--- src/design/fbpa_pkg.sv ---
// Package for the fixed-size block pool allocator.
// Holds the widths, codes, payload structs and controller/datapath command types.
// No dependencies.
package fbpa_pkg;

  localparam int ADDR_W      = 32;
  localparam int SIZE_W      = 13;
  localparam int POOL_BYTES  = 4096;
  localparam int ALIGN_BYTES = 4;
  localparam int MAX_BLOCKS  = 1024;
  localparam int IDX_W       = $clog2(MAX_BLOCKS);
  localparam int LINK_W      = IDX_W + 1;
  localparam int PROD_W      = LINK_W + SIZE_W;
  localparam int CNT_W       = $clog2(ADDR_W);
  localparam int CFG_IDX_W   = 2;

  localparam logic [LINK_W-1:0] NULL_LINK = LINK_W'(MAX_BLOCKS);

  typedef enum logic [1:0] {
    MODE_INIT    = 2'd0,
    MODE_ALLOC   = 2'd1,
    MODE_RELEASE = 2'd2,
    MODE_NOP     = 2'd3
  } mode_t;

  typedef enum logic [1:0] {
    STAT_OK      = 2'd0,
    STAT_EMPTY   = 2'd1,
    STAT_TOO_BIG = 2'd2
  } status_t;

  typedef enum logic [CFG_IDX_W-1:0] {
    CFG_BASE  = 2'd0,
    CFG_POOL  = 2'd1,
    CFG_BLOCK = 2'd2,
    CFG_SPARE = 2'd3
  } cfg_reg_t;

  typedef struct packed {
    logic [1:0]        mode;
    logic [ADDR_W-1:0] release_address;
  } in_item_t;

  typedef struct packed {
    logic [1:0]        status;
    logic [ADDR_W-1:0] block_address;
    logic [SIZE_W-1:0] free_bytes;
  } out_item_t;

  typedef enum logic [3:0] {
    ST_IDLE,
    ST_DISPATCH,
    ST_INIT_DIV,
    ST_INIT_FILL,
    ST_ALLOC_UPD,
    ST_REL_DIV,
    ST_FINISH
  } state_t;

  typedef enum logic [3:0] {
    DP_NONE,
    DP_CAPTURE,
    DP_INIT_CHECK,
    DP_INIT_COUNT,
    DP_FILL,
    DP_ALLOC_READ,
    DP_ALLOC_EMPTY,
    DP_ALLOC_UPD,
    DP_DIV_REL,
    DP_REL_LINK,
    DP_PASS
  } dp_op_t;

  typedef struct packed {
    dp_op_t op;
    logic   out_load;
  } fbpa_cmd_t;

  typedef struct packed {
    logic [1:0] mode;
    logic       init_err;
    logic       alloc_empty;
    logic       rel_skip;
    logic       div_done;
    logic       fill_last;
  } fbpa_sts_t;

endpackage

--- src/design/fbpa_ctrl.sv ---
// Controller state machine of the block pool allocator.
// Sequences each item through the datapath and owns the channel handshakes. Depends on fbpa_pkg.
module fbpa_ctrl (
  input  logic                clk,
  input  logic                rst_n,
  input  logic                in_valid,
  output logic                in_ready,
  output logic                out_valid,
  input  logic                out_ready,
  input  fbpa_pkg::fbpa_sts_t sts,
  output fbpa_pkg::fbpa_cmd_t cmd
);
  import fbpa_pkg::*;

  state_t state_r, state_nxt;
  logic   out_valid_r, out_valid_nxt;

  always_ff @(posedge clk) begin
    if (!rst_n) begin
      state_r     <= ST_IDLE;
      out_valid_r <= 1'b0;
    end else begin
      state_r     <= state_nxt;
      out_valid_r <= out_valid_nxt;
    end
  end

  always_comb begin
    state_nxt    = state_r;
    cmd.op       = DP_NONE;
    cmd.out_load = 1'b0;
    in_ready     = 1'b0;
    unique case (state_r)
      ST_IDLE: begin
        in_ready = 1'b1;
        if (in_valid) begin
          cmd.op    = DP_CAPTURE;
          state_nxt = ST_DISPATCH;
        end
      end
      ST_DISPATCH: begin
        unique case (sts.mode)
          MODE_INIT: begin
            cmd.op    = DP_INIT_CHECK;
            state_nxt = sts.init_err ? ST_FINISH : ST_INIT_DIV;
          end
          MODE_ALLOC: begin
            if (sts.alloc_empty) begin
              cmd.op    = DP_ALLOC_EMPTY;
              state_nxt = ST_FINISH;
            end else begin
              cmd.op    = DP_ALLOC_READ;
              state_nxt = ST_ALLOC_UPD;
            end
          end
          MODE_RELEASE: begin
            if (sts.rel_skip) begin
              cmd.op    = DP_PASS;
              state_nxt = ST_FINISH;
            end else begin
              cmd.op    = DP_DIV_REL;
              state_nxt = ST_REL_DIV;
            end
          end
          MODE_NOP: begin
            cmd.op    = DP_PASS;
            state_nxt = ST_FINISH;
          end
        endcase
      end
      ST_INIT_DIV: begin
        if (sts.div_done) begin
          cmd.op    = DP_INIT_COUNT;
          state_nxt = ST_INIT_FILL;
        end
      end
      ST_INIT_FILL: begin
        cmd.op = DP_FILL;
        if (sts.fill_last) begin
          state_nxt = ST_FINISH;
        end
      end
      ST_ALLOC_UPD: begin
        cmd.op    = DP_ALLOC_UPD;
        state_nxt = ST_FINISH;
      end
      ST_REL_DIV: begin
        if (sts.div_done) begin
          cmd.op    = DP_REL_LINK;
          state_nxt = ST_FINISH;
        end
      end
      ST_FINISH: begin
        if (!out_valid_r || out_ready) begin
          cmd.out_load = 1'b1;
          state_nxt    = ST_IDLE;
        end
      end
      default: state_nxt = ST_IDLE;
    endcase
  end

  always_comb begin
    if (cmd.out_load) begin
      out_valid_nxt = 1'b1;
    end else if (out_ready) begin
      out_valid_nxt = 1'b0;
    end else begin
      out_valid_nxt = out_valid_r;
    end
  end

  assign out_valid = out_valid_r;

endmodule

--- config.mk ---
export PLATFORM = sky130hd
export DESIGN_NAME = fbpa_ctrl
export DESIGN_NICKNAME = d
export VERILOG_FILES = /design/src/design/fbpa_pkg.sv /design/src/design/fbpa_ctrl.sv
export SDC_FILE = /design/constraint.sdc
export NUM_CORES = 1
export LEC_CHECK = 0
export ABC_AREA = 1
export BUFFER_PORTS_ARGS = -buffer_cell sky130_fd_sc_hd__clkbuf_2
export CAP_MARGIN = 10
export CORE_AREA = 5 5 42 44
export CTS_BUF_LIST = sky130_fd_sc_hd__clkbuf_4
export DETAILED_ROUTE_END_ITERATION = 7
export DIE_AREA = 0 0 47 49
export PLACE_DENSITY = 0.69
export REMOVE_ABC_BUFFERS = 1
export SYNTH_ARGS = -nofsm -noshare
export SYNTH_HDL_FRONTEND = slang
export SYNTH_SLANG_ARGS = --single-unit
--- constraint.sdc ---
create_clock -name clk -period 3.5 [get_ports clk]
set_input_delay 0.7 -clock clk [delete_from_list [all_inputs] [get_ports clk]]
set_output_delay 0.7 -clock clk [all_outputs]
set_load 0.005 [all_outputs]
==> results of run 1 <==
-- area by class of cell --
type                       count  area, µm²
multi-input combinational     60        280
sequential                     4       80.1
inverter                      13       48.8
clock buffer                   3       22.5
tap                           16       20.0
fill                         181        865
timing repair buffer          17       85.1
-- layer usage --
metal	global-route usage, %	vias to the layer above	wire [µm]
met5	0	-	0
met2	13.1	10	450
li1	-	282	-
met1	15.0	200	509
met3	2.58	0	52
met4	6.91	0	0
-- cell families after synthesis --
group	synth area share (%)
and+or+nand+nor	56.9
buffers and inverters	15.0
AOI/OAI and AO/OA	9.15
DFF	18.9
-- metrics by stage --
stage | util, % | worst slack (ns)
3_3_place_gp | 36.7 | 1.45
4_1_cts | 38.3 | 1.23
3_5_place_dp | 36.7 | 1.41
2_1_floorplan | - | 1.71
5_1_grt | 38.3 | 1.09
6_report | 38.3 | 1.24
-- registers in the layout, indices dropped and copies added, names as in the netlist --
name	count
out_valid	1
state_r	3
-- power groups by stage --
stage	clock network (mW)	logic (mW)	registers (mW)
6_report	0.0559	0.264	0.100
3_3_place_gp	0	0.264	0.101
3_5_place_dp	0	0.266	0.101
4_1_cts	0.0594	0.267	0.100
2_1_floorplan	0	0.188	0.0931
5_1_grt	0.0627	0.306	0.105
-- critical path: cells and delay by family (launching register included) --
kind,cells,cell delay [ns]
AO/OA/AOI/OAI,2,0.21
buffers and inverters,2,0.20
flip-flops,1,0.51
AND/OR/NAND/NOR,3,0.40
-- synth_stat cells --
library cell	instances	share of area (%)
a21boi_0	1	1.8
inv_2	3	2.7
buf_4	2	3.5
nor3_2	1	2.4
dfxtp_1	4	19
o22ai_1	1	1.5
a21oi_1	3	3.5
nand3b_1	1	1.8
nor2_2	3	4.4
inv_1	10	8.9
o21ai_0	2	2.4
nand3_2	2	4.7
nand3_1	10	12
nor2_1	13	12
nand2_1	23	20
-- worst paths after layout --
path | cells past startpoint | end | slack, ns | from
max | 7 | cmd[1] | 1.24 | state_r[2]$_SDFFE_PN0P_
min | 2 | out_valid$_SDFFE_PN0P_ | 0.56 | out_valid$_SDFFE_PN0P_
max reg2reg | 8 | state_r[1]$_SDFFE_PN0P_ | 2.18 | state_r[2]$_SDFFE_PN0P_
min reg2reg | 2 | out_valid$_SDFFE_PN0P_ | 0.56 | out_valid$_SDFFE_PN0P_
==> metrics.yaml, run 1 <==
final_cell_mix: "nand2_1, clkbuf_2, nor2_1, inv_1, nand3_1"
power.net_switching_mw: 0.212
first_pass_grt_wire_length_mm: 1.78
fin_crit_sh_pct: 64.4
groute.usage.overall_pct: 10.4
pwr_density_cell_nw_per_um2: 782
diodes: 0
slew_headroom_pct: 77.3
worst_ep_arrival_time_ns: 1.56
max-clock-path-buffers: 2
status: "completed"
final_wirelength_mm: 1.01
grt_antenna_before_repair: 0
pwr-share-clk_pct: 13.3
finalSetupViolCount: 0
netlist_area_um2: 424
critical-path-max-stage-delay_ns: 0.51
cts_tree: "done"
peakVddDrop_v: 0.000403
setup_total_negative_slack_ns: 0
floorplan.die.height_um: 49
final_area_um2: 537
dpl.hpwl_um: 878
post_drt_via_cell_ratio: 4.35
grt_max_degree: 9
post_layout_nonfiller_instances: 113
area_delta_synth_final_pct: 26.5
detail_route.drc_violations: 0
ant_nets: 0
pin_count: 18
postCtsSetupRepairBufs: 0
gp_congestion: 0.772
sequential_element_share_of_the_synthesized_area_pct: 18.9
placed_instance_area_um2: 514
initial_core_util_pct: 30.3
die-width_um: 47
clock-root-buffer: "clkbuf_4"
post_cts_hold_buffer_count: 0
final_period_demand_of_the_worst_path_ns: 2.26
synth.lib_cells_used.distinct: 15
cp.required_ns: 2.80
detail_route.first_pass.iterations: 4
clk_pin_slew_ns: 0.04
placement_rows: 14
drive_gt1_share_pct: 29.9
crit_slowest_cell: "dfxtp_1"
max_cap_violations: 0
postCtsResizedCells: 0
rsz_0062_raised_after_global_routing: "false"
cts_buffers: 3
portBuffers: 17
wl_per_cell_um: 8.96
hold-worst-slack_ns: 0.561
power.share.sequential_pct: 23.9
criticalPathCategory: "flop to primary output"
cts.htree.levels: 1
endpoint_kind: "primary output"
switching_fraction_of_total_power_pct: 50.4
maxSlewViolCount: 0
finalNetCount: 110
first_global_vias: 454
worstSkewPairLatency_ns: 0.23
hold_path_class: "flop to flop"
avgSynthCellArea_um2: 5.37
path_max_fanout: 8
num_vias: 492
timing.critical_path.from_type: "flop"
drt-initial-drc-count: 3
layout.cells.most_common: "nand2_1"
total_power_mw: 0.420
core_region_area_um2: 1400
skew_ns: 0.00243
gr-total-overflow: 0
numPlacedInstances: 110
power.combinational.fraction_pct: 62.8
ys.warnings.count: 0
timing.final.hold_violations: 0
power_leakage_nw: 0.319
worst_pin_slew_ns: 0.340
numClockSinks: 4
synthesis.instances: 79
fmax_mhz: 443
synth_seq_cells: 4
cp_cell_sequence: "inv_2 > nor2_1 > nand2_1 > o21ai_0 > a21oi_1 > nand3_1 > clkbuf_2"
design.die.area_um2: 2300
power.internal_mw: 0.208
Power figures use the tool's default switching activity.
==> run 2: changes to the inputs <==
Settings changed: PLACE_DENSITY 0.69 to 0.71.
Clock period 3.5 ns to 1.98 ns, I/O delays scaled along.
==> metrics.yaml, run 2 (synthesis gave the netlist of run 1 again) <==
status: "completed"
cp.required_ns: 1.58  # -1.22 ns
timing.critical_path.from_type: "flop"
critical-path-max-stage-delay_ns: 0.47  # -0.04 ns
num_vias: 492  # unchanged
critical_path_cell_count: 6  # -1
groute.usage.overall_pct: 9.51  # -0.92 points
grt_antenna_before_repair: 0  # unchanged
post_cts_hold_buffer_count: 0  # unchanged
clock-root-buffer: "clkbuf_4"
area_delta_synth_final_pct: 26.8
first_global_vias: 415  # -8.6%
max-clock-path-buffers: 2  # unchanged
initial_core_util_pct: 30.3  # unchanged
design.die.area_um2: 2300  # unchanged
endpoint_kind: "primary output"
finalSetupViolCount: 0  # unchanged
finalNetCount: 110  # unchanged
gp_congestion: 0.785  # +1.6%
peakVddDrop_v: 0.000582  # +44%
wl_per_cell_um: 8.83  # -1.4%
core_region_area_um2: 1400  # unchanged
cp_top_family: "flip-flops"
power.share.sequential_pct: 23.7  # -0.2 points
power.combinational.fraction_pct: 62.8  # about the same
largest_reg_flops: 3  # unchanged
skew_ns: 0.00334  # +0.000913 ns
detail_route.drc_violations: 0  # unchanged
final_area_um2: 538  # +0.23%
cts_tree: "done"
final_wirelength_um: 998  # -1.4%
regToRegEndpoint: "state_r[0]$_SDFFE_PN0P_"
criticalPathCategory: "flop to primary output"
max_cap_violations: 0  # unchanged
timing.final.hold_violations: 0  # unchanged
ff2ff_setup_slack_ns: 0.78  # -1.40 ns
first_pass_grt_wire_length_mm: 1.61  # -9.7%
critPathLaunch: "state_r[1]$_SDFFE_PN0P_"
numClockSinks: 4  # unchanged
largest_register: "state_r"
floorplan.die.height_um: 49  # unchanged
placed_instance_area_um2: 514  # unchanged
dpl.hpwl_um: 852  # -3.0%
cp_cell_sequence: "nor2_1 > nand2_1 > o21ai_0 > a21oi_1 > nand3_1 > clkbuf_2"
diodes: 0  # unchanged
slew_headroom_pct: 81.3  # +4.0 points
power.net_switching_mw: 0.372  # +76%
total_power_mw: 0.743  # +77%
portBuffers: 17  # unchanged
final_cell_mix: "nand2_1, clkbuf_2, nor2_1, inv_1, nand3_1"
fmax_mhz: 564
worst-path-buf-inv: 1  # -1
worstSkewPairLatency_ns: 0.23  # about the same
detail_route.first_pass.iterations: 4  # unchanged
setup_total_negative_slack_ns: 0  # unchanged
pwr_density_cell_nw_per_um2: 1380  # +77%
fin_crit_sh_pct: 89.6
placement_rows: 14  # unchanged
switching_fraction_of_total_power_pct: 50.1  # -0.32 points
critical_path.reg2reg.startpoint: "state_r[1]$_SDFFE_PN0P_"
final_period_demand_of_the_worst_path_ns: 1.77
drt-initial-drc-count: 7  # +4
post_drt_via_cell_ratio: 4.35  # unchanged
crit_slowest_cell: "dfxtp_1"
worst_ep_arrival_time_ns: 1.38  # -0.18 ns
crit_path_end: "cmd[1]"
pin_count: 18  # unchanged
cts_buffers: 3  # unchanged
path_max_fanout: 7  # -1
cts.htree.levels: 1  # unchanged
clk_pin_slew_ns: 0.04  # about the same
hold_path_class: "input port to flop"
power.internal_mw: 0.371  # +78%
drive_gt1_share_pct: 30.9  # +1.0 points
die-width_um: 47  # unchanged
ant_nets: 0  # unchanged
grt_max_degree: 9  # unchanged
rsz_0062_raised_after_global_routing: "false"
postCtsSetupRepairBufs: 0  # unchanged
layout.cells.most_common: "nand2_1"
maxSlewViolCount: 0  # unchanged
postCtsResizedCells: 0  # unchanged
r2r.worst_path.cells: 7  # -1
power_leakage_nw: 0.320  # about the same
fillCellCount: 166  # -8.3%
worst_pin_slew_ns: 0.280  # -0.0606 ns
gr-total-overflow: 0  # unchanged
pwr-share-clk_pct: 13.4  # about the same
## run 2: cell types whose count changed in the layout (fill, tap and decap cells not counted)
| cell | before | now |
|---|---|---|
| dfxtp_1 | 4 | 3 |
| dfxtp_2 | 0 | 1 |
## run 2: metal layers
metal	track usage (%)	vias to the layer above	wire length [µm]
met5	0	-	0
met4	6.91	0	0
met3	2.21	0	64
met2	12.4	13	461
met1	13.0	196	472
li1	-	283	-
## run 2: final cells by class
type	instances	area (µm²)	area share, %
inverter	13	48.8	9.07
sequential	4	81.3	15.1
clock buffer	3	22.5	4.19
tap	16	20.0	3.72
timing repair buffer	17	85.1	15.8
multi-input combinational	60	280	52.1
## run 2: worst min-delay path by stage
stage | slack (ns) | end | from | cells after the start
2_1_floorplan | 0.52 | state_r[1]$_SDFFE_PN0P_ | rst_n | 2
3_3_place_gp | 0.56 | out_valid$_SDFFE_PN0P_ | out_valid$_SDFFE_PN0P_ | 2
3_5_place_dp | 0.57 | out_valid$_SDFFE_PN0P_ | out_valid$_SDFFE_PN0P_ | 2
4_1_cts | 0.40 | state_r[1]$_SDFFE_PN0P_ | rst_n | 3
5_1_grt | 0.43 | state_r[1]$_SDFFE_PN0P_ | rst_n | 3
6_report | 0.40 | state_r[1]$_SDFFE_PN0P_ | rst_n | 3
## run 2: power groups by stage
stage	combinational, mW	sequential (mW)	clock [mW]
after floorplan	0.332	0.165	0
after global placement	0.471	0.173	0
after detailed placement	0.470	0.174	0
after CTS	0.472	0.172	0.108
after global routing	0.536	0.184	0.117
final	0.467	0.176	0.0998
## run 2: worst reg2reg max path, stage by stage, from the launching register on
cell and delay [ns]:
dfxtp_1 0.47, inv_2 0.11, nand2_1 0.10, nor2_1 0.07
nor2_2 0.09, nand3_2 0.11, nor2_1 0.10, nor2_1 0.05
## run 2: through the flow
step | hold slack, ns | util, % | setup WS (ns) | cells
2_1_floorplan | 0.516 | - | 0.557 | 77
3_3_place_gp | 0.555 | 36.7 | 0.400 | 110
3_5_place_dp | 0.566 | 36.7 | 0.347 | 110
4_1_cts | 0.396 | 38.3 | 0.0884 | 113
5_1_grt | 0.432 | 38.4 | 0.0569 | 113
6_report | 0.404 | 38.4 | 0.206 | 113
